File: src/rtl/core/single_float_chop_arith_unit_assert.svh
// assertion macros for the chopped single-precision arithmetic unit
// expects clk and rst in the scope of every use
`ifndef SINGLE_FLOAT_CHOP_ARITH_UNIT_ASSERT_SVH
`define SINGLE_FLOAT_CHOP_ARITH_UNIT_ASSERT_SVH
`ifndef NO_ASSERTIONS
`define SFCA_ASSERT(lbl, expr) \
  lbl: assert property (@(posedge clk) disable iff (rst) (expr)) \
    else $error("sfca assertion failed");
`define SFCA_ASSERT_RST(lbl, expr) \
  lbl: assert property (@(posedge clk) (expr)) \
    else $error("sfca assertion failed");
`else
`define SFCA_ASSERT(lbl, expr)
`define SFCA_ASSERT_RST(lbl, expr)
`endif
`endif

File: src/rtl/core/sfca_pkg.sv
// shared types and constants of the chopped single-precision arithmetic unit
// no dependencies
package sfca_pkg;

  localparam logic [1:0] OP_ADD = 2'd0;
  localparam logic [1:0] OP_SUB = 2'd1;
  localparam logic [1:0] OP_MUL = 2'd2;
  localparam logic [1:0] OP_DIV = 2'd3;

  localparam int unsigned MAG_W  = 51;
  localparam int unsigned DIV_W  = 25;
  localparam int unsigned EXPO_W = 11;
  localparam int unsigned NUM_CELLS = 25;

  localparam logic [31:0] MAX_MAG  = 32'h7f7fffff;
  localparam logic [31:0] SIGN_BIT = 32'h80000000;

  typedef struct packed {
    logic                     is_div;
    logic                     sat;
    logic                     sign;
    logic [MAG_W-1:0]         mag;
    logic signed [EXPO_W-1:0] expo;
    logic [DIV_W-1:0]         rem;
    logic [23:0]              dvsr;
    logic [DIV_W-1:0]         quo;
  } chain_t;

endpackage

File: src/rtl/core/sfca_front.sv
// operand unpack, alignment, multiply, add and division setup stages (two register stages)
// depends on sfca_pkg
module sfca_front (
  input  logic                 clk,
  input  logic                 rst,
  input  logic                 en,
  input  logic                 in_valid,
  input  logic [1:0]           operation,
  input  logic [31:0]          operand_a,
  input  logic [31:0]          operand_b,
  output logic                 out_valid,
  output sfca_pkg::chain_t     out_data
);

  logic [7:0]  ea, eb;
  logic [23:0] ma, mb;
  logic        sb_eff, swap;
  logic        s_hi_c, s_lo_c;
  logic [7:0]  e_hi_c, e_lo_c, d;
  logic [23:0] m_hi_c, m_lo_c;
  logic [5:0]  dc;
  logic [49:0] lesser, shifted_c;

  // stage 0 registers
  logic        v0;
  logic [1:0]  op0;
  logic        s_hi, s_lo, eff_sub, both_zero, sx, bexp_zero, lost;
  logic [7:0]  e_hi, ea0, eb0;
  logic [23:0] m_hi, ma0, mb0;
  logic [49:0] shifted;
  logic [47:0] product;

  logic [50:0] sum;
  sfca_pkg::chain_t s1_next;

  always_comb begin
    ea = (operand_a[30:23] == 8'd0) ? 8'd1 : (operand_a[30:23] == 8'hff) ? 8'd254
         : operand_a[30:23];
    eb = (operand_b[30:23] == 8'd0) ? 8'd1 : (operand_b[30:23] == 8'hff) ? 8'd254
         : operand_b[30:23];
    ma = (operand_a[30:23] == 8'd0) ? 24'd0 : (operand_a[30:23] == 8'hff) ? 24'hffffff
         : {1'b1, operand_a[22:0]};
    mb = (operand_b[30:23] == 8'd0) ? 24'd0 : (operand_b[30:23] == 8'hff) ? 24'hffffff
         : {1'b1, operand_b[22:0]};
    sb_eff = operand_b[31] ^ (operation == sfca_pkg::OP_SUB);
    swap = (eb > ea) || ((eb == ea) && (mb > ma));
    s_hi_c = swap ? sb_eff : operand_a[31];
    s_lo_c = swap ? operand_a[31] : sb_eff;
    e_hi_c = swap ? eb : ea;
    e_lo_c = swap ? ea : eb;
    m_hi_c = swap ? mb : ma;
    m_lo_c = swap ? ma : mb;
    d = e_hi_c - e_lo_c;
    dc = (d > 8'd63) ? 6'd63 : d[5:0];
    lesser = {m_lo_c, 26'd0};
    shifted_c = lesser >> dc;
  end

  always_ff @(posedge clk) begin
    if (rst) begin
      v0 <= 1'b0;
    end else if (en) begin
      v0 <= in_valid;
    end
  end

  always_ff @(posedge clk) begin
    if (en) begin
      op0       <= operation;
      s_hi      <= s_hi_c;
      s_lo      <= s_lo_c;
      eff_sub   <= s_hi_c ^ s_lo_c;
      both_zero <= (ma == 24'd0) && (mb == 24'd0);
      sx        <= operand_a[31] ^ operand_b[31];
      bexp_zero <= (operand_b[30:23] == 8'd0);
      lost      <= ((shifted_c << dc) != lesser);
      e_hi      <= e_hi_c;
      ea0       <= ea;
      eb0       <= eb;
      m_hi      <= m_hi_c;
      ma0       <= ma;
      mb0       <= mb;
      shifted   <= shifted_c;
      product   <= ma * mb;
    end
  end

  always_comb begin
    if (eff_sub) begin
      sum = {1'b0, m_hi, 26'd0} - {1'b0, shifted} - {50'd0, lost};
    end else begin
      sum = {1'b0, m_hi, 26'd0} + {1'b0, shifted};
    end
    s1_next = '0;
    unique case (op0)
      sfca_pkg::OP_ADD, sfca_pkg::OP_SUB: begin
        s1_next.sign = both_zero ? (s_hi & s_lo) : ((sum == 51'd0) ? 1'b0 : s_hi);
        s1_next.mag  = sum;
        s1_next.expo = $signed({3'b0, e_hi}) - 11'sd176;
      end
      sfca_pkg::OP_MUL: begin
        s1_next.sign = sx;
        s1_next.mag  = {3'b0, product};
        s1_next.expo = $signed({3'b0, ea0}) + $signed({3'b0, eb0}) - 11'sd300;
      end
      sfca_pkg::OP_DIV: begin
        s1_next.is_div = 1'b1;
        s1_next.sat    = bexp_zero;
        s1_next.sign   = sx;
        s1_next.rem    = {1'b0, ma0};
        s1_next.dvsr   = mb0;
        s1_next.expo   = $signed({3'b0, ea0}) - $signed({3'b0, eb0}) - 11'sd24;
      end
      default: begin
        s1_next = '0;
      end
    endcase
  end

  always_ff @(posedge clk) begin
    if (rst) begin
      out_valid <= 1'b0;
    end else if (en) begin
      out_valid <= v0;
    end
  end

  always_ff @(posedge clk) begin
    if (en) begin
      out_data <= s1_next;
    end
  end

endmodule

File: config.mk
export PLATFORM = sky130hd
export DESIGN_NAME = sfca_front
export DESIGN_NICKNAME = d
export VERILOG_FILES = /design/src/rtl/core/single_float_chop_arith_unit_assert.svh /design/src/rtl/core/sfca_pkg.sv /design/src/rtl/core/sfca_front.sv
export SDC_FILE = /design/constraint.sdc
export NUM_CORES = 2
export LEC_CHECK = 0
export BUFFER_PORTS_ARGS = -buffer_cell sky130_fd_sc_hd__buf_2
export CORE_MARGIN = 3
export CORE_UTILIZATION = 40
export DETAILED_ROUTE_END_ITERATION = 10
export PLACE_DENSITY = 0.68
export SYNTH_ARGS = -nofsm -noshare
export SYNTH_HDL_FRONTEND = slang
export SYNTH_SLANG_ARGS = --single-unit
File: constraint.sdc
create_clock -name clk -period 11.7 [get_ports clk]
set_clock_uncertainty 0.1 [all_clocks]
set_input_delay 0.585 -clock clk [delete_from_list [all_inputs] [get_ports clk]]
set_output_delay 0.585 -clock clk [all_outputs]
set_load 0.02 [all_outputs]
=== Word-level counts from Yosys, hierarchy flattened ===
Cells that the tools add are included.

* $mul: 1
* Bitwise operators: 4
* $lt $le $gt $ge: 3
* Shifts and indexed selects: 2
* Add/subtract/negate cells: 9
* Muxes and demuxes: 22
* Reductions and logical operators: 11
* Equality and inequality tests: 8

{| class="wikitable"
|+ Operators by type and width
! cell !! number
|-
| one-hot mux 51 bit (2 select lines) || 1
|-
| 2-to-1 mux 24 bit || 4
|-
| adder 50 x 50 -> 51 bit || 1
|-
| logical NOT 51 bit || 1
|-
| 2-to-1 mux 51 bit || 1
|-
| subtractor 50 x 50 -> 51 bit || 1
|-
| subtractor 51 x 1 -> 51 bit || 1
|-
| != test 50 bit || 1
|-
| << shifter 50 x 6 -> 50 bit || 1
|-
| right shift 50 x 6 -> 50 bit || 1
|-
| logical NOT 24 bit || 2
|-
| multiplier 24 x 24 -> 48 bit || 1
|-
| 2-to-1 mux 8 bit || 6
|-
| 2-to-1 mux 23 bit || 2
|-
| one-hot mux 11 bit (3 select lines) || 1
|-
| greater-than comparator 24 bit || 1
|-
| == test 8 bit, second input constant || 2
|-
| logical NOT 8 bit || 2
|-
| subtractor 9 x 6 -> 10 bit, second input constant || 1
|-
| subtractor 9 x 9 -> 10 bit, second input constant || 1
|-
| adder 8 x 8 -> 9 bit || 1
|-
| subtractor 8 x 8 -> 9 bit || 1
|-
| subtractor 8 x 8 -> 9 bit, second input constant || 1
|-
| == test 8 bit || 1
|-
| other kinds (15) || 24
|}

* Input port bits: 70
* Output and inout bits: 140
* Bits in registers: 319

=== Logic depth before layout (Yosys ltp) ===
* Depth after elaboration: 13
* Gate-level depth with buffers: 43
* Depth with buffers taken out: 42

=== Least setup slack after synthesis ===
OpenSTA, ideal clock, no wires.

* Path type: input port to flip-flop
* From: in operand_b[26]
* To: reg product[47], data pin
* Cell stages on the path: 39
* Arrival time: 9406 ps
* Slack: 1934 ps
* Path through: nor4_1 > nand2_1 > inv_1 > clkbuf_1 > clkbuf_1 > buf_1 > nor2_1 > inv_1 > nor2_1 > fa_1 > inv_1 > fa_1 > inv_1 > fa_1 > ha_1 > fa_1 > inv_1 > fa_1 > (+3 left out) > and3_1 > and3_1 > a21oi_1 > a2111oi_0 > nor2_1 > a211o_1 > a31oi_1 > a211oi_1 > o31ai_1 > o21a_1 > nor2_1 > o21ai_0 > a21oi_1 > o21bai_1 > a2111oi_0 > o41ai_1 > a21oi_1 > xnor2_1

* Cells in the longest elaborated chain, start to end: 4
* Elaborated cells on any way between the ends: 5

{| class="wikitable"
|+ RTL lines
! element !! line !! text
|-
| start, declared || sfca_front.sv:10 || <nowiki>input logic [31:0] operand_b,</nowiki>
|-
| == test 8 bit || sfca_front.sv:43 || <nowiki>mb = (operand_b[30:23] == 8'd0) ? 24'd0 : (operand_b[30:23] == 8'hff) ? 24'hffffff</nowiki>
|-
| 2-to-1 mux 23 bit || sfca_front.sv:43 ||
|-
| 2-to-1 mux 24 bit * || sfca_front.sv:43 ||
|-
| multiplier 24 x 24 -> 48 bit * || sfca_front.sv:84 || <nowiki>product <= ma * mb;</nowiki>
|-
| end signal, assigned || sfca_front.sv:84 ||
|-
| end, declared || sfca_front.sv:31 || <nowiki>logic [47:0] product;</nowiki>
|}

Mark *: on every way between the ends. The rest lies on a longest branch, timed or not.
A chain may end at the register's enable or synchronous reset.

=== Worst setup path after layout ===
* From: in operand_a[24]
* To: reg product[47], data pin

* Cells in the longest elaborated chain, start to end: 4
* Elaborated cells on any way between the ends: 5

{| class="wikitable"
|+ RTL lines
! element !! line !! text
|-
| start, declared || sfca_front.sv:9 || <nowiki>input logic [31:0] operand_a,</nowiki>
|-
| == test 8 bit || sfca_front.sv:41 || <nowiki>ma = (operand_a[30:23] == 8'd0) ? 24'd0 : (operand_a[30:23] == 8'hff) ? 24'hffffff</nowiki>
|-
| 2-to-1 mux 23 bit || sfca_front.sv:41 ||
|-
| 2-to-1 mux 24 bit * || sfca_front.sv:41 ||
|-
| named net ma[5] || sfca_front.sv:16 || <nowiki>logic [23:0] ma, mb;</nowiki>
|-
| multiplier 24 x 24 -> 48 bit * || sfca_front.sv:84 ||
|}

The timed path passes the listed nets; every way through them passes the cells marked *.

==> metrics.txt <==
status=complete, no violations; DP Area=45560 um2; count of clock tree sinks=317; reg-to-reg critical path endpoint=out_data[136]$_DFFE_PP_; total CTS buffers=38; fmax=90.64 MHz; main flop type after synthesis=edfxtp_1; die width=331.2 um; Reg2Reg Depth=25; crit-path max FO=22; Top Ports=210; area growth from synthesis to layout=10.74%; die area=109700 um2; Avg WL per Cell=27.36 um; CP required=11.95 ns; layout cells sized above 1=0.1159; Mapped Cells=4750; RR Startpoint=lost$_DFFE_PP_; Fin. Hold Viols=0; crit-path max cell delay=0.74 ns; Seq/Total Area, Yosys=0.2246; count of different cell masters after synthesis=122; min setup slack post-route=0.6673 ns; hold_sp=rst; Syn Area/Cell=8.904 um2; initial drt markers=4373; total track usage=0.3168; CP max stage cell=a2111oi_0; Crit path max-delay family=compound AO/OA/AOI/OAI gates; Clock transition at path regs=0.06 ns; critical path's most frequent cell=nor2_1; endpoint type of the worst setup path=flip-flop; Seq cells post-synth=317; Remaining DRCs=0; Sequential Area=9499 um2; H-tree Lvls=2; area of the multi-input gates=28930 um2; gr ovfl total=0; cts repair resizes=0; Max-Cap Viols=0; hold-critical path depth=2; Worst Max-Slew Pin Slew=1.312 ns; top-area cell type share of the netlist area=0.2296; fin crit share=0.9430; detailed placement HPWL=142600 um; Hold Path Class=in2reg; clk root buf=clkbuf_16; Core ar.=104200 um2; drt total wl=174200 um; vias=37630; placer congestion estimate=1.075; fin crit period=11.03 ns; vias in the first global route=36868; Longest Clk Path Bufs=3; Async S/R FF share, synth=0; crit path DAT=11.28 ns; number of port buffers=183; final instance area=46830 um2; largest net degree at the start of global routing=179; Post-CTS Repair Setup Buffers=0; Fin Setup TNS=0 ns; pre-CTS WS=0.4572 ns; Row Count=118; crit start category=primary input; Final #Nets=5861; Antenna Violating Nets Remaining=0; worst-skew pair later-pin latency=0.61 ns; DIE HEIGHT=331.2 um; RSZ-0062 raised after global routing=no; CP bufs+invs=6; fillers=10187; # setup viols final=0; first-pass GRT wire length=252500 um; synth top area cells=fa_1 (23%), edfxtp_1 (22%), ha_1 (11%), inv_1 (6.8%), nand2_1 (4.7%); antenna violations before repair=17; YS warnings=0; CP Class=in2reg; Slew Viols, Final=0; Post-Syn Area=42290 um2; first drt pass iteration count=6; Initial Utilization=0.4057; CTS tree=yes; Synth area leader=fa_1; Via density=5.910; hold buffer count at CTS=0; Slew HR=0.1160; EDFF count, synth=315; Worst R2R Setup Slack=5.02 ns; hold endpoint=out_valid$_SDFFE_PP0P_
## per-stage QoR
| step | utilization | hold WS (ns) | std cells |
|---|---|---|---|
| floorplan | - | 0.3601 | 4775 |
| global placement | 0.4371 | 0.3724 | 6290 |
| detailed placement | 0.4371 | 0.3974 | 6290 |
| CTS | 0.4491 | 0.07346 | 6359 |
| global route | 0.4491 | 0.07440 | 6359 |
| finish | 0.4493 | 0.08255 | 6367 |
## sequential cells by signal, indices dropped and copies added (netlist names), 2 cells and up
signal    flops
out_data    112
shifted      50
product      48
m_hi         24
ma0          24
mb0          24
e_hi          8
ea0           8
eb0           8
op0           2
## metal layers
| layer | vias up | share of wire | track usage |
|---|---|---|---|
| met5 | - | 0.00079 | 0 |
| met1 | 18435 | 0.39 | 0.4157 |
| met3 | 555 | 0.12 | 0.08177 |
| met2 | 2425 | 0.42 | 0.4666 |
| met4 | 12 | 0.076 | 0.1974 |
| li1 | 16203 | - | - |
## cells in the mapped netlist, drive strengths merged, types with 22 or more instances
master,count
nand2,536
o21a,26
and3,74
nor2,504
clkbuf,168
ha,356
or3,24
nand4,22
nand2b,34
inv,768
o211ai,25
o31ai,27
a31oi,22
fa,485
buf,87
nor4,34
a21o,49
o21ai,247
nor3,103
mux2i,39
a21oi,234
o21bai,27
nand3,68
xor2,24
a211oi,30
xnor2,99
edfxtp,315
## cell type report
cell class	instances	share of cell area
clock inverter	26	0.005690
inverter	772	0.06187
sequential	317	0.2028
antenna	8	0.0004274
clock buffer	43	0.02116
timing repair buffer	390	0.05348
multi-input combinational	3431	0.6177
tap	1380	0.03687
## cells in the final DEF (no fill, tap or decap), types with 16 or more instances in the layout
master     synthesis  layout
a211oi_1          28      28
a21o_1            49      49
a21oi_1          232     232
a22oi_1           16      16
a31oi_1           21      21
and2_1            18      18
and3_1            74      74
buf_2             24     182
buf_4             33     205
clkbuf_16          0      39
conb_1             1      26
edfxtp_1         315     315
fa_1             485     485
ha_1             356     355
inv_1            765     765
mux2i_1           38      38
mux4_2            16      16
nand2_1          532     532
nand2b_1          34      34
nand3_1           65      65
nand4_1           20      20
nor2_1           494     489
nor3_1            98      98
nor4_1            28      28
o211ai_1          24      24
o21a_1            26      26
o21ai_0          223     223
o21ai_1           22      22
o21bai_1          27      27
o22ai_1           18      18
o31ai_1           25      24
or3_1             24      24
xnor2_1           99      99
xor2_1            24      24
## worst max path at each step
stage	startpoint	to	slack [ns]	cells past startpoint
5_1_grt	operand_a[24]	product[47]$_DFFE_PP_	0.16	39
3_5_place_dp	operand_a[24]	product[47]$_DFFE_PP_	0.46	38
2_1_floorplan	operand_b[26]	product[47]$_DFFE_PP_	1.93	39
4_1_cts	operand_a[24]	product[47]$_DFFE_PP_	1.02	38
3_3_place_gp	operand_a[24]	product[47]$_DFFE_PP_	0.65	38
6_report	operand_a[24]	product[47]$_DFFE_PP_	0.67	38
## logic make-up (layout without fill, tap and decap cells)
family,Yosys count,after routing,share of synthesized area
other,1,34,0.00008867
adder cells (fa/ha/maj),841,841,0.3349
AO/OA/AOI/OAI,900,900,0.1410
multiplexers,72,72,0.02245
XOR/XNOR,123,123,0.02547
AND/OR/NAND/NOR,1469,1469,0.1559
flip-flops,317,317,0.2246
buffers and inverters,1027,1231,0.09553
Power is not shown: default switching activity piles up to over one toggle a cycle in this logic, so the estimate is an artifact.
