==> config.mk <==
export PLATFORM = sky130hd
export DESIGN_NAME = sfca_div_cell
export DESIGN_NICKNAME = d
export VERILOG_FILES = /design/src/rtl/core/single_float_chop_arith_unit_assert.svh /design/src/rtl/core/sfca_pkg.sv /design/src/rtl/core/sfca_div_cell.sv
export SDC_FILE = /design/constraint.sdc
export NUM_CORES = 1
export LEC_CHECK = 0
export BUFFER_PORTS_ARGS = -buffer_cell sky130_fd_sc_hd__buf_4
export CAP_MARGIN = 40
export CORE_MARGIN = 3
export CORE_UTILIZATION = 30
export CTS_CLUSTER_DIAMETER = 80
export CTS_CLUSTER_SIZE = 25
export DETAILED_ROUTE_END_ITERATION = 12
export PLACE_DENSITY = 0.54
export SYNTH_ARGS = -nofsm -noshare
export SYNTH_HDL_FRONTEND = slang
export SYNTH_SLANG_ARGS = --single-unit
==> constraint.sdc <==
create_clock -name clk -period 4.4 [get_ports clk]
set_input_delay 0.22 -clock clk [delete_from_list [all_inputs] [get_ports clk]]
set_output_delay 0.22 -clock clk [all_outputs]
set_load 0.005 [all_outputs]
==> src/rtl/core/single_float_chop_arith_unit_assert.svh <==
// assertion macros for the chopped single-precision arithmetic unit
// expects clk and rst in the scope of every use
`ifndef SINGLE_FLOAT_CHOP_ARITH_UNIT_ASSERT_SVH
`define SINGLE_FLOAT_CHOP_ARITH_UNIT_ASSERT_SVH
`ifndef NO_ASSERTIONS
`define SFCA_ASSERT(lbl, expr) \
  lbl: assert property (@(posedge clk) disable iff (rst) (expr)) \
    else $error("sfca assertion failed");
`define SFCA_ASSERT_RST(lbl, expr) \
  lbl: assert property (@(posedge clk) (expr)) \
    else $error("sfca assertion failed");
`else
`define SFCA_ASSERT(lbl, expr)
`define SFCA_ASSERT_RST(lbl, expr)
`endif
`endif

==> src/rtl/core/sfca_pkg.sv <==
// shared types and constants of the chopped single-precision arithmetic unit
// no dependencies
package sfca_pkg;

  localparam logic [1:0] OP_ADD = 2'd0;
  localparam logic [1:0] OP_SUB = 2'd1;
  localparam logic [1:0] OP_MUL = 2'd2;
  localparam logic [1:0] OP_DIV = 2'd3;

  localparam int unsigned MAG_W  = 51;
  localparam int unsigned DIV_W  = 25;
  localparam int unsigned EXPO_W = 11;
  localparam int unsigned NUM_CELLS = 25;

  localparam logic [31:0] MAX_MAG  = 32'h7f7fffff;
  localparam logic [31:0] SIGN_BIT = 32'h80000000;

  typedef struct packed {
    logic                     is_div;
    logic                     sat;
    logic                     sign;
    logic [MAG_W-1:0]         mag;
    logic signed [EXPO_W-1:0] expo;
    logic [DIV_W-1:0]         rem;
    logic [23:0]              dvsr;
    logic [DIV_W-1:0]         quo;
  } chain_t;

endpackage

==> src/rtl/core/sfca_div_cell.sv <==
// one restoring-division cell: yields one quotient bit and passes the transaction on
// depends on sfca_pkg
module sfca_div_cell (
  input  logic                 clk,
  input  logic                 rst,
  input  logic                 en,
  input  logic                 in_valid,
  input  sfca_pkg::chain_t     in_data,
  output logic                 out_valid,
  output sfca_pkg::chain_t     out_data
);

  logic        ge;
  logic [24:0] diff;
  sfca_pkg::chain_t nxt;

  always_comb begin
    ge = in_data.rem >= {1'b0, in_data.dvsr};
    diff = in_data.rem - (ge ? {1'b0, in_data.dvsr} : 25'd0);
    nxt = in_data;
    nxt.rem = {diff[23:0], 1'b0};
    nxt.quo = {in_data.quo[23:0], ge};
  end

  always_ff @(posedge clk) begin
    if (rst) begin
      out_valid <= 1'b0;
    end else if (en) begin
      out_valid <= in_valid;
    end
  end

  always_ff @(posedge clk) begin
    if (en) begin
      out_data <= nxt;
    end
  end

endmodule

# Word-level counts from Yosys, hierarchy flattened
# Index checks and enable logic that the tools add are counted.
# word_totals
ff_bits	139
memories	0
input_bits	143
ram_bits	0
romBits	0
latch_bits	0
output_inout_bits	140
# op_classes
addsub	1
n_mul	0
n_eq_ne	0
n_lt_le_gt_ge	1
n_reduce_logical	0
shifts	0
bitwise_logic	0
div_mod_pow	0
mux	1
# op_table
cell	n
25-bit by 24-bit greater-or-equal comparator with 1-bit output	1
24-bit two-way mux	1
24-bit subtractor	1

# Longest topological paths before layout
# Gate-level depths: netlist of run 1.
# depth
word_depth	3
ltp_mapped	20
mapped_depth_nobuf	20

# Least setup slack after synthesis of run 1
# No wires, ideal clock.
# synth_path
path_type	input port to flip-flop
startpoint	in in_data[49] (netlist bit)
endpoint	reg out_data[72] (netlist bit), data pin
arrival_time_ns	3.846
setup_ns	0.158
path_stages	19
setup_slack_ns	0.396
required_ns	4.242
path_cell_list	inv_1 > ha_1 > nand2b_1 > a31oi_1 > o21ai_0 > a31oi_1 > o21ai_0 > a21o_1 > buf_1 > nand2_1 > fa_1 > a211oi_1 > nor2_1 > o221a_4 > o21ai_4 > o221ai_2 > o41ai_4 > or4b_1 > o211ai_1
# synth_via
elab_chain_len	3
# synth_lines
element	line	text
start, declared	sfca_div_cell.sv:8	input sfca_pkg::chain_t in_data,
25-bit by 24-bit greater-or-equal comparator with 1-bit output	sfca_div_cell.sv:18	ge = in_data.rem >= {1'b0, in_data.dvsr};
net ge	sfca_div_cell.sv:13	logic ge;
24-bit two-way mux	sfca_div_cell.sv:19	diff = in_data.rem - (ge ? {1'b0, in_data.dvsr} : 25'd0);
24-bit subtractor	sfca_div_cell.sv:19	
net diff[22]	sfca_div_cell.sv:14	logic [24:0] diff;
end signal, assigned	sfca_div_cell.sv:35	out_data <= nxt;
end, declared	sfca_div_cell.sv:10	output sfca_pkg::chain_t out_data
# The timed path passes the listed nets, and every way through them passes these cells.
# A chain may end at the register's enable or synchronous reset.

# Final worst setup path of run 1
# layout_path
startpoint	in in_data[32] (netlist bit)
endpoint	reg out_data[72] (netlist bit), data pin
# layout_via
elab_chain_len	3
# layout_lines
element	line
25-bit by 24-bit greater-or-equal comparator with 1-bit output	sfca_div_cell.sv:18
24-bit two-way mux (*)	sfca_div_cell.sv:19
24-bit subtractor (*)	sfca_div_cell.sv:19
net diff[22]	sfca_div_cell.sv:14
# Mark *: on every way through the listed nets, which the timed path passes. The rest lies on a longest branch.

==> impl_metrics.csv, run 1 <==
group,metric,value,unit
synthesis,async_reset_ff_frac,0,
power_and_ir_drop,power_leakage,0.00462,uW
synthesis,syn_inst,394,
routing,dr.pass1.iters,4,
floorplanning,die_y,147,um
routing,detail-route-antenna-nets,0,
clock_tree,cts_buffers,17,
floorplanning,ioPinCount,283,
synthesis,synth_edf_count,138,
global_route,gr-usage-all-layers,0.177,
placed_design,post-dp-hpwl,14100,um
clock_tree,cts_root_buffer,"clkbuf_16",
setup_path,worstReg2RegStart,"out_valid$_SDFFE_PP0P_",
min_path,hold_end,"out_valid$_SDFFE_PP0P_",
flow_run,drv_cap,0,
synthesis,synth_nets,585,
power_and_ir_drop,combPwrFrac,0.215,
layout,drive_above_1_share,0.435,
synthesis,synth_adder_area_share,0.102,
setup_path,cp_max_fo,5,
synthesis,yosysTopAreaCell,"edfxtp_1",
setup_path,r2r-end,"out_valid$_SDFFE_PP0P_",
global_route,grt_pass1_wl,29700,um
layout,finish.utilization,0.539,
power_and_ir_drop,switchingPower,995,uW
synthesis,synth_top_family_by_area,"adder cells",
synthesis,synth_seq_cells,139,
floorplanning,core_area,19500,um^2
timing,worstMarginPinSlew,0.510,ns
timing,setup_violations,0,
timing,fin_crit,4.21,ns
synthesis,synth.most_common_cell,"edfxtp_1",
floorplanning,core.rowCount,51,
setup_path,cp-start-kind,"primary input",
run_status,outcome,"finished clean",
timing,fmax,0.238,GHz
floorplanning,start_util,0.307,
layout,syn2layout_area_growth,75.7,%
routing,drt_iter0_markers,191,
timing,setup_ws,0.190,ns
synthesis,yosys-top-cells-area,"edfxtp_1 69%, ha_1 9.8%, xnor2_1 2.0%",
synthesis,ys_types,44,
routing,wirelength,19500,um
placed_design,place_congestion,0.813,
synthesis,synth_top_area_frac,0.692,
setup_path,r2r_slack,3.82,ns
min_path,hold_start,"in_valid",
global_route,grt_max_degree,79,
synthesis,synth_simple_gate_area_frac,0.0566,
clock_tree,htree_levels,4,
routing,via_per_inst,4.47,
placed_design,port_buffers,280,
timing,hold_viol,0,
setup_path,reg2reg_depth,2,
synthesis,synth.area.mux_share,0.00167,
clock_tree,tritoncts,"built",
layout,diodes,0,
synthesis,ys_top_cells_by_count,"138 x edfxtp_1, 47 x ha_1, 31 x nand2_1",
setup_path,crit_path_end_kind,"flop",
timing,skew,0,ns
routing,avgRoutedWirePerCell,17.5,um
floorplanning,die_w,147,um
placed_design,preCtsSetupSlack,-0.188,ns
clock_tree,numClockSinks,139,
synthesis,ys.flop_type,"edfxtp_1",
synthesis,synthXorXnorAreaFrac,0.0278,
clock_tree,clk_path_buf_depth,2,
synthesis,synth_warnings,0,
clock_tree,path_clk_slew,0.06,ns
synthesis,synth_compound_area_frac,0.0941,
synthesis,syn_area,5990,um^2
min_path,hold_path_depth,3,
power_and_ir_drop,max-vdd-ir-drop,0.000249,V
power_and_ir_drop,clkPwrFrac,0.353,
setup_path,worstPathArrival,4.47,ns
synthesis,ys_seq_area_frac,0.696,
power_and_ir_drop,p_int,2830,uW
global_route,grt_pass1_vias,5209,
routing,drc,0,
clock_tree,clock_latency,0.42,ns
min_path,hold_path_class,"primary input to flop",
timing,period_share,0.957,
synthesis,avgSynthCellArea,15.2,um^2
power_and_ir_drop,powerDensity,364,nW/um^2
routing,vias,4982,
setup_path,crit_type,"primary input to flop",
power_and_ir_drop,seq_power_share,0.432,
layout,final_cell_area,10500,um^2
global_route,antenna_found_initial,0,
power_and_ir_drop,switching_share,0.260,
layout,nets,1027,
timing,slew_headroom,0.660,
floorplanning,die_area,21700,um^2
global_route,grt_overflow,0,
placed_design,place_area,8600,um^2
setup_path,worstPathRequired,4.66,ns
timing,slew_violations,0,
==> layer usage <==
| layer | global-route usage | part of all wire | up-vias |
|---|---|---|---|
| met2 | 0.310 | 0.51 | 179 |
| met5 | 0 | 0 | - |
| met3 | 0.0537 | 0.069 | 27 |
| met1 | 0.205 | 0.40 | 2394 |
| met4 | 0.0652 | 0.024 | 0 |
| li1 | - | - | 2382 |
==> power by group through the flow <==
stage          clock network (uW)  registers, uW  logic [uW]
3_3_place_gp                    0           1680         698
3_5_place_dp                    0           1680         708
6_report                     1350           1650         823
5_1_grt                      1460           1670         897
4_1_cts                      1390           1650         798
2_1_floorplan                   0           1690         242
==> critical path: stages <==
cell	delay, ns
dlygate4sd3_1	0.54
buf_6	0.10
inv_1	0.03
ha_2	0.18
a2111o_1	0.38
a31oi_1	0.19
o21ai_2	0.09
a21o_1	0.24
buf_6	0.13
buf_4	0.15
nand2_4	0.07
ha_4	0.19
o21a_1	0.20
o21a_1	0.22
o221a_4	0.31
o21ai_4	0.16
o221ai_4	0.14
o41ai_4	0.32
or4b_4	0.49
o211ai_1	0.10
==> registers in the layout, summed over array words and instances (netlist names) <==
| name | count |
|---|---|
| out_data | 138 |
| out_valid | 1 |
==> cells by family after synthesis <==
family,after synthesis
flip-flops,139
AO/OA/AOI/OAI,77
AND/OR/NAND/NOR,75
adder cells (fa/ha/maj),48
buffers and inverters,34
XOR/XNOR,19
other,1
multiplexers,1
==> area by class of cell <==
type	instances	area (um^2)
fill	1633	9010
clock buffer	18	429
multi-input combinational	221	1820
tap	265	332
inverter	29	111
timing repair buffer	428	3540
sequential	139	4160
clock inverter	14	126
==> through the flow <==
| stage | power [uW] | TNS [ns] | hold WS [ns] | cells |
|---|---|---|---|---|
| after floorplan | 1940 | 0 | 0.292 | 394 |
| after global placement | 2380 | -0.151 | 0.382 | 957 |
| after detailed placement | 2390 | -0.200 | 0.385 | 958 |
| after CTS | 3850 | 0 | 0.0361 | 1104 |
| after global routing | 4020 | -0.00121 | 0.0803 | 1114 |
| final | 3830 | 0 | 0.0489 | 1114 |
==> worst max path at each step <==
stage | start | endpoint | slack, ns
final | in_data[32] | out_data[72]$_DFFE_PP_ | 0.19
after global routing | in_data[32] | out_data[72]$_DFFE_PP_ | -0.001
after CTS | in_data[31] | out_data[73]$_DFFE_PP_ | 0.09
after detailed placement | in_data[49] | out_data[72]$_DFFE_PP_ | -0.19
after global placement | in_data[49] | out_data[72]$_DFFE_PP_ | -0.15
after floorplan | in_data[49] | out_data[72]$_DFFE_PP_ | 0.40
==> cells in the final DEF, fill, tap and decap left out, drive strengths merged, types with 4 or more instances in the layout <==
cell / netlist / final
buf: 2 / 314
o21a: 7 / 7
nor2: 20 / 20
edfxtp: 138 / 138
clkbuf: 3 / 18
ha: 47 / 47
inv: 29 / 37
dlygate4sd3: 0 / 111
a21o: 13 / 13
nand3: 7 / 7
xnor2: 14 / 14
a211oi: 4 / 4
xor2: 5 / 5
o21ai: 11 / 11
a31oi: 6 / 6
a21oi: 19 / 19
nand4: 4 / 4
nand2: 31 / 31
==> what timing repair did <==
item / in CTS / in global routing
hold buffers: 114 / 0
resized for setup: 0 / 29
setup endpoints to repair: 0 / 5
buffers inserted: 0 / 11
endpoints found under the hold margin: 114 / 0
Note: power is estimated with default switching activity, not from simulation.
==> inputs of run 2 (changes only) <==
==> constraint.sdc (replaced) <==
create_clock -name clk -period 5.35 [get_ports clk]
set_input_delay 0.2675 -clock clk [delete_from_list [all_inputs] [get_ports clk]]
set_output_delay 0.2675 -clock clk [all_outputs]
set_load 0.005 [all_outputs]
==> run 2 against run 1 <==
Against the previous run:
- via count is 11% lower
- combinational power decreased by 32%
- sequential share of layout area increased by 5.7 points
- register-to-register slack better by 0.93 ns
- wire length down 9.6%
- die area is the same
- final cell count decreased by 11%
- critical path type unchanged
- final area down 13%
- global-route usage shrank 1.7 points
- first-iteration DRC count is 27% higher
==> impl_metrics.csv, run 2 (synthesized netlist as in run 1, its figures left out) <==
group,metric,value,unit
layout,multi_input_area,1690,um^2
global_route,grt_max_degree,96,
power_and_ir_drop,max-vdd-ir-drop,0.000206,V
clock_tree,htree_levels,4,
setup_path,cp_slowest_cell,"or4b_1",
setup_path,crit_end,"out_data[72]$_DFFE_PP_",
layout,syn2layout_area_growth,53.5,%
clock_tree,cts_root_buffer,"clkbuf_16",
routing,dr.pass1.iters,4,
floorplanning,core.rowCount,51,
routing,drc,0,
floorplanning,core_area,19500,um^2
setup_path,worstReg2RegStart,"out_valid$_SDFFE_PP0P_",
setup_path,slowest_delay,0.48,ns
setup_path,r2r-end,"out_valid$_SDFFE_PP0P_",
global_route,antenna_found_initial,1,
power_and_ir_drop,combPwrFrac,0.185,
clock_tree,numClockSinks,139,
clock_tree,tritoncts,"built",
setup_path,crit_start,"in_data[25]",
layout,finish.utilization,0.470,
floorplanning,die_area,21700,um^2
setup_path,crit_type,"primary input to flop",
routing,via_per_inst,4.50,
layout,reg_top3,"out_data (138), out_valid (1)",
clock_tree,clk_path_buf_depth,2,
timing,fmax,0.239,GHz
timing,tns,0,ns
clock_tree,cts-resized-gates,0,
routing,wirelength,17600,um
timing,setup_violations,0,
power_and_ir_drop,switchingPower,775,uW
placed_design,place_area,8430,um^2
power_and_ir_drop,switching_share,0.257,
routing,vias,4457,
layout,final_common_cell,"buf_4",
layout,drive_above_1_share,0.443,
clock_tree,path_clk_slew,0.06,ns
global_route,grt_pass1_vias,4591,
layout,max_flop_register,"out_data",
flow_run,drv_cap,0,
clock_tree,cts_buffers,17,
power_and_ir_drop,clkPwrFrac,0.365,
run_status,outcome,"finished clean",
layout,mostFrequentLayoutCells,"283 x buf_4, 138 x edfxtp_1, 47 x ha_1",
timing,period_share,0.781,
timing,hold_viol,0,
power_and_ir_drop,seq_power_share,0.450,
timing,slew_headroom,0.416,
power_and_ir_drop,powerDensity,329,nW/um^2
layout,nets,903,
setup_path,worstPathRequired,5.60,ns
routing,drt_iter0_markers,242,
timing,rsz0062_at_grt,"false",
setup_path,reg2reg_depth,2,
layout,final_cell_area,9190,um^2
layout,regArea,4160,um^2
timing,worstMarginPinSlew,0.876,ns
global_route,grt_overflow,0,
routing,avgRoutedWirePerCell,17.8,um
setup_path,cp_max_fo,13,
placed_design,post-dp-hpwl,13800,um
placed_design,port_buffers,280,
timing,fin_crit,4.18,ns
floorplanning,die_w,147,um
routing,detail-route-antenna-nets,0,
floorplanning,start_util,0.307,
setup_path,cp-start-kind,"primary input",
timing,skew,0,ns
clock_tree,clock_latency,0.42,ns
setup_path,worstPathCellList,"buf_4 > ha_1 > nand2b_1 > a31oi_1 > o21ai_0 > a31oi_1 > o21ai_0 > a21o_1 > buf_4 > nand2_1 > fa_1 > a211oi_1 > nor2_1 > o221a_4 > o21ai_4 > o221ai_2 > o41ai_4 > or4b_1 > o211ai_1",
setup_path,crit_path_end_kind,"flop",
global_route,grt_pass1_wl,26400,um
placed_design,place_congestion,0.767,
global_route,gr-usage-all-layers,0.160,
power_and_ir_drop,power_leakage,0.00404,uW
setup_path,worstPathArrival,4.43,ns
min_path,hold_path_class,"primary input to flop",
floorplanning,ioPinCount,283,
layout,fillers,1791,
layout,largest_reg_flops,138,
timing,slew_violations,0,
floorplanning,die_y,147,um
power_and_ir_drop,p_int,2240,uW
layout,diodes,0,
setup_path,r2r_slack,4.75,ns
## run 2: cell type report
class / instances / area share
flip-flops and latches: 139 / 0.453
repair buffers: 304 / 0.254
multi-input cells: 221 / 0.184
clock buffers: 18 / 0.0467
well taps: 265 / 0.0361
clock inverters: 14 / 0.0138
inverters: 29 / 0.0118
## run 2: metrics by stage
step | setup slack, ns | cells | total power, uW | hold WS (ns)
global placement | 0.626 | 938 | 1930 | 0.430
floorplan | 1.30 | 394 | 1590 | 0.340
CTS | 1.08 | 985 | 3070 | 0.000134
detailed placement | 0.654 | 938 | 1940 | 0.429
global route | 0.901 | 990 | 3170 | 0.0000630
finish | 1.17 | 990 | 3020 | 0.0232
## run 2: worst min-delay path by stage
stage,from,endpoint,slack [ns],cells past startpoint
global placement,rst,out_valid$_SDFFE_PP0P_,0.43,2
global route,in_data[19],out_data[20]$_DFFE_PP_,0.00006,1
finish,in_data[82],out_data[82]$_DFFE_PP_,0.02,1
detailed placement,rst,out_valid$_SDFFE_PP0P_,0.43,2
CTS,in_data[1],out_data[2]$_DFFE_PP_,0.0001,1
floorplan,rst,out_valid$_SDFFE_PP0P_,0.34,1
## run 2: layer usage
metal	up-vias	GRT usage	share of wire
li1	2133	-	-
met1	2135	0.176	0.38
met2	165	0.280	0.51
met3	22	0.0645	0.087
met4	2	0.0545	0.019
met5	-	0	0.00074
## run 2: power groups by stage
stage / combinational (uW) / clock (uW) / sequential [uW]
final: 557 / 1100 / 1360
after global routing: 613 / 1190 / 1370
after CTS: 566 / 1140 / 1360
after detailed placement: 553 / 0 / 1380
after global placement: 547 / 0 / 1380
after floorplan: 199 / 0 / 1390
## run 2: what timing repair did
action | CTS | global route
hold buffers | 15 | 5
setup buffers | 0 | 0
endpoints found under the hold margin | 15 | 5
## run 2: worst max-delay path, delay by kind of cell
kind	cells	cell delay [ns]
buffers and inverters	2	0.35
adder cells (fa/ha/maj)	2	0.72
AO/OA/AOI/OAI	11	2.26
AND/OR/NAND/NOR	4	0.84
