**config.mk**
```make
export PLATFORM = sky130hd
export DESIGN_NAME = sfca_pack
export DESIGN_NICKNAME = d
export VERILOG_FILES = /design/src/rtl/core/single_float_chop_arith_unit_assert.svh /design/src/rtl/core/sfca_pkg.sv /design/src/rtl/core/sfca_pack.sv
export SDC_FILE = /design/constraint.sdc
export NUM_CORES = 1
export LEC_CHECK = 0
export ABC_AREA = 0
export BUFFER_PORTS_ARGS = -buffer_cell sky130_fd_sc_hd__buf_4
export CAP_MARGIN = 5
export CORE_MARGIN = 5
export CORE_UTILIZATION = 40
export CTS_CLUSTER_DIAMETER = 150
export DETAILED_ROUTE_END_ITERATION = 8
export PLACE_DENSITY = 0.66
export SYNTH_ARGS = -nofsm -noshare
export SYNTH_HDL_FRONTEND = slang
export SYNTH_SLANG_ARGS = --single-unit
```
**constraint.sdc**
```tcl
create_clock -name clk -period 4.5 [get_ports clk]
set_input_delay 0.225 -clock clk [delete_from_list [all_inputs] [get_ports clk]]
set_output_delay 0.225 -clock clk [all_outputs]
set_load 0.05 [all_outputs]
```
**src/rtl/core/single_float_chop_arith_unit_assert.svh**
```systemverilog
// assertion macros for the chopped single-precision arithmetic unit
// expects clk and rst in the scope of every use
`ifndef SINGLE_FLOAT_CHOP_ARITH_UNIT_ASSERT_SVH
`define SINGLE_FLOAT_CHOP_ARITH_UNIT_ASSERT_SVH
`ifndef NO_ASSERTIONS
`define SFCA_ASSERT(lbl, expr) \
  lbl: assert property (@(posedge clk) disable iff (rst) (expr)) \
    else $error("sfca assertion failed");
`define SFCA_ASSERT_RST(lbl, expr) \
  lbl: assert property (@(posedge clk) (expr)) \
    else $error("sfca assertion failed");
`else
`define SFCA_ASSERT(lbl, expr)
`define SFCA_ASSERT_RST(lbl, expr)
`endif
`endif

```
**src/rtl/core/sfca_pkg.sv**
```systemverilog
// shared types and constants of the chopped single-precision arithmetic unit
// no dependencies
package sfca_pkg;

  localparam logic [1:0] OP_ADD = 2'd0;
  localparam logic [1:0] OP_SUB = 2'd1;
  localparam logic [1:0] OP_MUL = 2'd2;
  localparam logic [1:0] OP_DIV = 2'd3;

  localparam int unsigned MAG_W  = 51;
  localparam int unsigned DIV_W  = 25;
  localparam int unsigned EXPO_W = 11;
  localparam int unsigned NUM_CELLS = 25;

  localparam logic [31:0] MAX_MAG  = 32'h7f7fffff;
  localparam logic [31:0] SIGN_BIT = 32'h80000000;

  typedef struct packed {
    logic                     is_div;
    logic                     sat;
    logic                     sign;
    logic [MAG_W-1:0]         mag;
    logic signed [EXPO_W-1:0] expo;
    logic [DIV_W-1:0]         rem;
    logic [23:0]              dvsr;
    logic [DIV_W-1:0]         quo;
  } chain_t;

endpackage

```
**src/rtl/core/sfca_pack.sv**
```systemverilog
// leading-one search and result packing with flush and saturation (two stages)
// depends on sfca_pkg
module sfca_pack (
  input  logic                 clk,
  input  logic                 rst,
  input  logic                 en,
  input  logic                 in_valid,
  input  sfca_pkg::chain_t     in_data,
  output logic                 out_valid,
  output logic [31:0]          result_bits
);

  logic [50:0] r_c;
  logic [5:0]  p_c;

  logic                     va;
  logic                     sat, sign, zero;
  logic [50:0]              r;
  logic [5:0]               p;
  logic signed [10:0]       expo;

  logic signed [11:0] ex;
  logic [50:0]        rn;
  logic [31:0]        res_c;

  always_comb begin
    r_c = in_data.is_div ? {26'd0, in_data.quo} : in_data.mag;
    p_c = 6'd0;
    for (int i = 0; i < 51; i++) begin
      if (r_c[i]) begin
        p_c = 6'(i);
      end
    end
  end

  always_ff @(posedge clk) begin
    if (rst) begin
      va <= 1'b0;
    end else if (en) begin
      va <= in_valid;
    end
  end

  always_ff @(posedge clk) begin
    if (en) begin
      sat  <= in_data.sat;
      sign <= in_data.sign;
      zero <= (r_c == 51'd0);
      r    <= r_c;
      p    <= p_c;
      expo <= in_data.expo;
    end
  end

  always_comb begin
    ex = $signed({6'b0, p}) + 12'(expo) + 12'sd127;
    rn = r << (6'd50 - p);
    if (sat || (!zero && ex >= 12'sd255)) begin
      res_c = (sign ? sfca_pkg::SIGN_BIT : 32'd0) | sfca_pkg::MAX_MAG;
    end else if (zero || ex <= 12'sd0) begin
      res_c = sign ? sfca_pkg::SIGN_BIT : 32'd0;
    end else begin
      res_c = {sign, ex[7:0], rn[49:27]};
    end
  end

  always_ff @(posedge clk) begin
    if (rst) begin
      out_valid <= 1'b0;
    end else if (en) begin
      out_valid <= va;
    end
  end

  always_ff @(posedge clk) begin
    if (en) begin
      result_bits <= res_c;
    end
  end

endmodule

```
Word-level counts from Yosys, hierarchy flattened

Index checks and enable logic that the tools add are counted.

Memories kept: 0
Bits in latches: 0
Output and inout port bits: 33
Word-level logic and storage cells: 78
RAM bits: 0
Bits in read-only memories: 0
Input port bits: 143
Flip-flop bits (word level): 105

Multiplexer cells: 53
Shift operators: 1
Add/subtract/negate cells: 3
Equal/unequal tests: 0
Div/mod/pow operators: 0
$lt $le $gt $ge: 2
Bitwise logic cells: 0
Reduce and logical (&&, ||, !) cells: 7
$mul: 0

Operators by type and width:

| cell                                                               | count |
|---|---|
| 2-to-1 mux 6 bit                                                   | 29 |
| 2-to-1 mux 32 bit                                                  | 3 |
| 2-to-1 mux 5 bit                                                   | 16 |
| zero test 51 bit                                                   | 1 |
| 2-to-1 mux 51 bit                                                  | 1 |
| left shift 51 x 6 -> 50 bit                                        | 1 |
| OR reduction 19 bit                                                | 1 |
| adder 12 x 8 -> 12 bit, second input constant                      | 1 |
| adder 7 x 11 -> 12 bit                                             | 1 |
| greater-or-equal comparator 12 x 9 -> 1 bit, second input constant | 1 |
| less-or-equal comparator 12 x 1 -> 1 bit, second input constant    | 1 |
| 2-to-1 mux 2 bit                                                   | 3 |
| subtractor 6 bit, first input constant                             | 1 |
| OR reduction 3 bit                                                 | 1 |
| logical OR 1 bit                                                   | 2 |
| logical AND 1 bit                                                  | 1 |
| zero test 1 bit                                                    | 1 |
| 2-to-1 mux 1 bit                                                   | 1 |

Logic depth before layout (Yosys ltp)

Gate-level depths: netlist (run 1).

Word-level depth: 50
Mapped depth: 17
Gate-level depth less buffers: 12

Worst setup path after synthesis (run 1)

OpenSTA, ideal clock, no wires.

Path type: flip-flop to flip-flop
Start: register p[0]
End: register result_bits[16], data pin
Path buffers: 5
Library setup time: 260 ps
Period minus slack after synthesis: 3,382 ps
Path slack: 1,118 ps
Data arrival time: 3,122 ps
Data required time: 4,240 ps
Cell stages (with the launch flop): 18
Cells stage by stage: edfxtp_1 -> buf_6 -> buf_6 -> buf_8 -> inv_2 -> ha_1 -> inv_1 -> ha_1 -> fa_1 -> a211oi_2 -> o21ai_1 -> a31o_1 -> nand3_1 -> a21o_1 -> a41o_1 -> buf_2 -> buf_4 -> o21ai_1

Word-level cells in the longest chain between the ends: 5
Elaborated cells between the ends (all ways): 10
Those cells by class: add/sub (3); order compare (2); shift (1); mux (1); reduce/logical (3)

Ends and longest elaborated chain:

| what                                                                                                    | line                             | RTL |
|---|---|---|
| start: declaration                                                                                      | sfca_pack.sv:19                  | `logic [5:0] p;` |
| start signal: assignment                                                                                | sfca_pack.sv:50                  | `p <= p_c;` |
| adder 7 x 11 -> 12 bit                                                                                  | sfca_pack.sv:56                  | `ex = $signed({6'b0, p}) + 12'(expo) + 12'sd127;` |
| adder 12 x 8 -> 12 bit                                                                                  | sfca_pack.sv:56                  |  |
| less-or-equal comparator 12 x 1 -> 1 bit or greater-or-equal comparator 12 x 9 -> 1 bit (tied branches) | sfca_pack.sv:60, sfca_pack.sv:58 |  |
| logical OR 1 bit or logical AND 1 bit (tied branches)                                                   | sfca_pack.sv:60, sfca_pack.sv:58 |  |
| 2-to-1 mux 32 bit or logical OR 1 bit (tied branches)                                                   | sfca_pack.sv:60, sfca_pack.sv:58 |  |
| end signal: assignment                                                                                  | sfca_pack.sv:77                  | `result_bits <= res_c;` |
| end: declaration                                                                                        | sfca_pack.sv:10                  | `output logic [31:0] result_bits` |

Several ways; a longest one is shown, not always the timed one.
A chain may end at the register's enable or synchronous reset.

Worst setup path in the final report (run 1)

Start: register p[0]
End: register result_bits[21], data pin

The elaborated chain is that of the path after synthesis.

==> impl_metrics.csv, run 1 <==
group,metric,value,unit
run_status,status,"completed",
critical_path,reg2reg_slack,1.08,ns
clocking,cts_resized,0,
power,vdd_drop_max,0.185,mV
global_route,globalRouteOverflowTotal,0,
sta,setup_viol,0,
final_layout,nets,992,
die,io_pins,176,
final_layout,fin_util,0.478,
critical_path,worstSetupEndpointType,"register",
yosys,synth.area.mux_share,0.225,
yosys,synth-compound-area-share,0.136,
die,fp.dieW,149,um
placement,gp_congestion,0.901,
yosys,yosys.area_share.xor_xnor,0.0153,
global_route,grt_max_degree,67,
sta,drv_slew,0,
sta,clock-skew-final,0.0151,ns
yosys,synth_top_family_by_area,"multiplexers",
die,die_area,22300,um^2
critical_path,crit_required,4.57,ns
critical_path,reg2reg_to,"result_bits[21]$_SDFFCE_PP1P_",
yosys,synth_edf_count,102,
die,rows,51,
sta,worstMarginPinSlew,1.02,ns
yosys,syn_nets,884,
critical_path,crit_type,"reg2reg",
die,core_area,19300,um^2
clocking,cts_setup_buffers,0,
sta,max_slew_margin,0.320,
sta,finalCriticalPeriod,3.42,ns
clocking,cts_tree,"yes",
routing,firstDrtPassIters,5,
sta,fin_ws,1.08,ns
clocking,ctsLongestPathBuffers,2,
final_layout,fillers,1817,
yosys,synth_cells,726,
power,p_leak,3.60,nW
critical_path,crit_end,"result_bits[21]$_SDFFCE_PP1P_",
power,p_per_area,388,nW/um^2
critical_path,r2r-start,"p[0]$_SDFFCE_PP0P_",
yosys,synth_cell_types,77,
global_route,grt_pass1_wl,29800,um
sta,fmax,0.293,GHz
routing,ant_nets,0,
sta,rsz0062_at_grt,"no",
yosys,postSynth.asyncResetShare,0,
routing,route.detailed.drc,0,
routing,drt_iter0_markers,508,
power,total_power,3.58,mW
final_layout,seq_area,3100,um^2
final_layout,drive_gt1_frac,0.298,
yosys,synth_area_per_cell,10.7,um^2
global_route,grt_usage,0.168,
final_layout,syn_to_final_growth,18.9,%
clocking,cts-root-buf,"clkbuf_16",
global_route,grt_pass1_vias,5647,
critical_path,cp-startpoint,"p[0]$_SDFFCE_PP0P_",
placement,port_buffers,126,
die,initial_core_util,0.402,
clocking,cts_num_sinks,104,
routing,vias_per_cell,5.46,
routing,routedWlPerCell,16.8,um
yosys,ys_ff_latch,104,
routing,vias,6026,
yosys,syn_area,7750,um^2
clocking,h-tree-depth,3,
worst_hold_path,holdPathStages,2,
placement,place_ws,1.07,ns
job,cap_violations,0,
global_route,grt_antenna_before_repair,0,
yosys,synthAdderAreaFrac,0.0252,
clocking,numCtsBuffers,9,
die,die_h,149,um
yosys,synth_top_flop_cell,"edfxtp_1",
sta,min_period_over_period,0.759,
yosys,yosysWarnings,0,
yosys,yosysSeqAreaShare,0.400,
critical_path,rr_worst_depth,13,
sta,hold_viol_final,0,
final_layout,multi_input_area,4260,um^2
critical_path,start_kind,"register",
sta,setup_tns,0,ns
clocking,path_clk_slew,0.07,ns
placement,dp.final_hpwl,14700,um
routing,drt-total-wl,18600,um
clocking,ctsHoldBuffers,0,
final_layout,antennaDiodeCount,0,
critical_path,crit_fanout,31,
critical_path,cp.arrival,3.49,ns
yosys,synthSimpleGateAreaFrac,0.144,
clocking,worstSkewPairLatency,0.35,ns
worst_hold_path,hold_path_class,"in2reg",
[power breakdown]
| group | internal, mW | switching [mW] |
|---|---|---|
| sequential | 1.17 | 0.0592 |
| clock | 0.494 | 0.365 |
| combinational | 0.614 | 0.876 |
| total | 2.28 | 1.30 |
[layer usage]
metal  routed length (um)  global-route usage
met5                    0                   0
met1                 9020               0.255
met4                  293              0.0513
met3                 1150              0.0243
met2                 8120               0.248
[worst min path at each step]
stage	to	slack, ns	from
CTS	va$_SDFFE_PP0P_	0.02	rst
floorplan	out_valid$_SDFFE_PP0P_	0.30	rst
detailed placement	va$_SDFFE_PP0P_	0.40	rst
global route	sat$_DFFE_PP_	0.03	in_data[137]
global placement	va$_SDFFE_PP0P_	0.39	rst
finish	va$_SDFFE_PP0P_	0.04	rst
[Yosys cell counts (8+ instances only)]
cell      instances  share of area
nor2_1           71          0.034
a211oi_1         11          0.011
mux4_2           43           0.12
nor3_1           15         0.0097
a31oi_1           8         0.0065
o21ai_1          30          0.019
nand2_1          82          0.040
mux2i_1          43          0.056
edfxtp_1        102           0.40
ha_1             14          0.023
nor2b_1          25          0.020
inv_1            36          0.017
nand3_1          10         0.0065
o21ai_0          11         0.0071
mux2_2           23          0.033
a21oi_1          36          0.023
buf_2            20          0.013
o31ai_1          11          0.011
[cells by family (layout without fill, tap and decap cells)]
family	after synthesis	after routing
and+or+nand+nor	238	238
AOI/OAI and AO/OA	159	159
muxes	116	116
DFF	104	104
buffers and inverters	83	196
adders and majority gates	15	15
xor gates and xnor gates	11	11
[worst max-delay path, stage by stage (launching register included)]
cell	delay (ns)
edfxtp_1	0.48
inv_2	0.20
ha_1	0.17
inv_1	0.04
ha_1	0.22
fa_1	0.50
a211oi_2	0.27
o21ai_1	0.11
a21oi_1	0.19
xor2_1	0.28
o2bb2ai_1	0.13
a21oi_2	0.14
buf_4	0.28
o31ai_1	0.13
[registers in the layout, summed over array words and instances, names as in the netlist]
register and flops:
r 50, result_bits 32, expo 11, p 6, out_valid 1, sat 1
sign 1, va 1, zero 1
[cell usage in the layout (no fill, tap or decap), types with 4 or more instances in the layout]
master,n
buf_4,140
edfxtp_1,102
nand2_1,82
nor2_1,71
mux2i_1,43
mux4_2,43
inv_1,36
a21oi_1,35
o21ai_1,30
nor2b_1,25
mux2_2,23
nor3_1,15
ha_1,13
o21ai_0,11
o31ai_1,11
a211oi_1,11
nand3_1,10
clkbuf_16,9
a31oi_1,8
mux2_1,5
a221oi_1,5
inv_2,4
or3_1,4
nor4_1,4
o22ai_1,4
or4_1,4
o21bai_1,4
a21o_1,4
and3_1,4
xnor2_2,4
a22oi_1,4
[metrics by stage]
stage,cells,area (um^2),hold WS (ns)
2_1_floorplan,726,7750,0.297
3_3_place_gp,1088,8890,0.393
3_5_place_dp,1088,8890,0.397
4_1_cts,1104,9220,0.0185
5_1_grt,1104,9220,0.0296
6_report,1104,9220,0.0392
[layout make-up]
| class | count | area share |
|---|---|---|
| multi-input combinational | 539 | 0.462 |
| sequential | 104 | 0.337 |
| timing repair buffer | 140 | 0.114 |
| tap | 265 | 0.0360 |
| clock buffer | 9 | 0.0244 |
| inverter | 40 | 0.0163 |
| clock inverter | 7 | 0.0109 |
(Power assumes the default switching activity.)
==> run 2: changes to the inputs <==
--- a/config.mk
+++ b/config.mk
@@ -5,7 +5,7 @@
 export SDC_FILE = /design/constraint.sdc
 export NUM_CORES = 1
 export LEC_CHECK = 0
-export ABC_AREA = 0
+export ABC_AREA = 1
 export BUFFER_PORTS_ARGS = -buffer_cell sky130_fd_sc_hd__buf_4
 export CAP_MARGIN = 5
 export CORE_MARGIN = 5
==> constraint.sdc (replaced) <==
create_clock -name clk -period 3.6 [get_ports clk]
set_input_delay 0.18 -clock clk [delete_from_list [all_inputs] [get_ports clk]]
set_output_delay 0.18 -clock clk [all_outputs]
set_load 0.05 [all_outputs]
==> run 2 against run 1 <==
Synthesized cell count rose by 38%. Final area is 0.38% higher. Cell count grew 24%. Sequential share of layout area decreased by 0.13 points. Register-to-register slack got worse by 0.83 ns. First-iteration DRC count fell by 14%. Global-route usage grew 0.63 points. Critical path type unchanged.
==> impl_metrics.csv, run 2 <==
group,metric,value,unit
yosys,synth_cells,1003,
yosys,synth_edf_count,102,
critical_path,rr_worst_depth,22,
sta,finalCriticalPeriod,3.34,ns
routing,vias,6614,
die,die_h,147,um
final_layout,multi_input_area,3680,um^2
die,fp.dieW,147,um
global_route,grt_usage,0.174,
worst_hold_path,holdPathStages,3,
critical_path,start_kind,"register",
critical_path,crit_fanout,6,
routing,ant_nets,0,
yosys,synth_top_area_share,0.409,
placement,gp_congestion,0.918,
global_route,globalRouteOverflowTotal,0,
global_route,grt_pass1_vias,6176,
routing,route.detailed.drc,0,
final_layout,fillers,1833,
die,die_area,21500,um^2
yosys,synth_top_flop_cell,"edfxtp_1",
global_route,grt_pass1_wl,30800,um
critical_path,reg2reg_slack,0.26,ns
critical_path,reg2reg_to,"result_bits[10]$_SDFFCE_PP1P_",
sta,worstMarginPinSlew,0.689,ns
die,core_area,18600,um^2
final_layout,antennaDiodeCount,0,
routing,firstDrtPassIters,5,
clocking,path_clk_slew,0.07,ns
sta,drv_slew,0,
sta,hold_viol_final,0,
sta,clock-skew-final,0.00923,ns
final_layout,final_cells,1365,
final_layout,largest-register,"r",
clocking,h-tree-depth,3,
power,p_per_area,464,nW/um^2
yosys,synth_cell_types,44,
routing,drt_iter0_markers,435,
final_layout,nets,1284,
critical_path,worstSetupEndpointType,"register",
clocking,numCtsBuffers,9,
final_layout,seq_area,3100,um^2
global_route,grt_max_degree,106,
yosys,ys_ff_latch,104,
yosys,postSynth.asyncResetShare,0,
yosys,yosysWarnings,0,
sta,setup_tns,0,ns
final_layout,fin_util,0.498,
global_route,grt_antenna_before_repair,0,
sta,fmax,0.299,GHz
final_layout,layout_commonest_cell,"nand2_1",
placement,port_buffers,126,
sta,setup_viol,0,
yosys,yosysSeqAreaShare,0.415,
job,cap_violations,0,
final_layout,top_regs,"r (50), result_bits (32), expo (11)",
clocking,ctsLongestPathBuffers,2,
placement,place_inst,1330,
yosys,syn_nets,1161,
routing,drt-total-wl,18700,um
die,rows,50,
critical_path,crit_type,"reg2reg",
critical_path,r2r-start,"p[1]$_SDFFCE_PP1P_",
yosys,synth_area_leader_cell,"edfxtp_1",
worst_hold_path,whs_endpoint,"va$_SDFFE_PP0P_",
run_status,status,"completed",
sta,min_period_over_period,0.929,
clocking,cts-root-buf,"clkbuf_16",
power,total_power,4.29,mW
power,vdd_drop_max,0.214,mV
critical_path,crit_required,3.70,ns
worst_hold_path,min_from,"in_valid",
yosys,synth_area_per_cell,7.46,um^2
yosys,synth.most_common_cell,"nand2_1",
placement,dp.final_hpwl,14400,um
yosys,yosys-top-cells-count,"314 x nand2_1, 134 x inv_1, 125 x o21ai_0",
routing,routedWlPerCell,13.7,um
final_layout,largest_reg_flops,50,
die,initial_core_util,0.403,
clocking,cts_num_sinks,104,
sta,max_slew_margin,0.540,
routing,vias_per_cell,4.85,
final_layout,drive_gt1_frac,0.176,
worst_hold_path,hold_path_class,"in2reg",
critical_path,cp.arrival,3.44,ns
yosys,syn_area,7480,um^2
clocking,cts_tree,"yes",
yosys,synth_area_leaders,"edfxtp_1 41%, nand2_1 16%, o21ai_0 8.4%",
die,io_pins,176,
final_layout,syn_to_final_growth,23.7,%
power,p_leak,4.34,nW
final_layout,final_cell_mix,"312 x nand2_1, 145 x buf_4, 130 x inv_1",
clocking,worstSkewPairLatency,0.36,ns
## run 2: cell types whose count changed in the layout (fill, tap and decap cells not counted), moves of 11 or more
cell,delta
nand2_1,+230
dlygate4sd3_1,+14
mux2_2,-23
nor2b_1,-25
a211oi_1,-11
o21ai_0,+112
nor2_1,-19
mux4_2,-43
inv_1,+94
## run 2: metrics by stage
stage | worst slack [ns] | instance area, um^2 | hold slack, ns
after detailed placement | 0.109 | 8700 | 0.350
after global routing | -0.0151 | 9250 | 0.0818
after CTS | 0.0667 | 9140 | 0.0592
after floorplan | 0.00647 | 7520 | 0.249
after global placement | 0.179 | 8700 | 0.345
final | 0.255 | 9250 | 0.0720
## run 2: critical path, stage by stage (launching register included)
cell and delay [ns]:
edfxtp_1 0.39, inv_1 0.06, ha_1 0.29, inv_2 0.05, ha_4 0.16, fa_2 0.40
nand3_1 0.07, and2_1 0.13, or2_1 0.13, nand2_1 0.07, a21oi_2 0.17, nor2_1 0.06
o21ai_1 0.18, nand2_1 0.07, nand2_1 0.06, nand2_1 0.06, nor3_2 0.17, o41ai_2 0.11
nand2_1 0.09, nand2_2 0.07, clkinv_4 0.09, clkbuf_16 0.14, o21ai_0 0.08
## run 2: timing repair
item	CTS	global route
hold buffers	14	0
buffers inserted	0	3
gates resized for setup	0	13
endpoints found under the hold margin	15	0
setup endpoints to repair	0	26
## run 2: routing by layer
layer / vias to the layer above / part of all wire / track usage
li1: 3547 / - / -
met1: 2909 / 0.49 / 0.250
met4: 0 / 0.013 / 0.0405
met2: 141 / 0.45 / 0.271
met3: 17 / 0.047 / 0.0355
met5: - / 0 / 0
## run 2: cell families (layout without fill, tap and decap cells)
kind of cell,Yosys count,count (layout),share of synthesized area
xor gates and xnor gates,7,7,0.00820
DFF,104,104,0.415
muxes,48,48,0.0642
and+or+nand+nor,422,422,0.227
adders and majority gates,15,15,0.0261
AOI/OAI and AO/OA,216,216,0.161
buffers and inverters,191,319,0.0992
## run 2: area by class of cell
| cell class | instances | share of cell area |
|---|---|---|
| Clock buffer | 9 | 0.0243 |
| Clock inverter | 7 | 0.00838 |
| Tap cell | 234 | 0.0316 |
| Inverter | 139 | 0.0573 |
| Timing Repair Buffer | 164 | 0.145 |
| Multi-Input combinational cell | 708 | 0.398 |
| Sequential cell | 104 | 0.335 |
## run 2: worst max-delay path by stage
stage	start	endpoint	slack, ns
after floorplan	p[0]$_SDFFCE_PP0P_	result_bits[8]$_SDFFCE_PP1P_	0.006
after global placement	p[1]$_SDFFCE_PP1P_	result_bits[9]$_SDFFCE_PP1P_	0.18
after detailed placement	p[1]$_SDFFCE_PP1P_	result_bits[5]$_SDFFCE_PP1P_	0.11
after CTS	p[1]$_SDFFCE_PP1P_	result_bits[5]$_SDFFCE_PP1P_	0.07
after global routing	p[1]$_SDFFCE_PP1P_	result_bits[21]$_SDFFCE_PP1P_	-0.02
final	p[1]$_SDFFCE_PP1P_	result_bits[10]$_SDFFCE_PP1P_	0.26
## run 2: report_power, final
group / total (mW) / switching, mW / leakage (nW) / internal, mW
clock network: 1.01 / 0.462 / 0.140 / 0.545
registers: 1.50 / 0.0393 / 1.00 / 1.46
logic: 1.78 / 1.15 / 3.20 / 0.637
total: 4.29 / 1.65 / 4.34 / 2.65
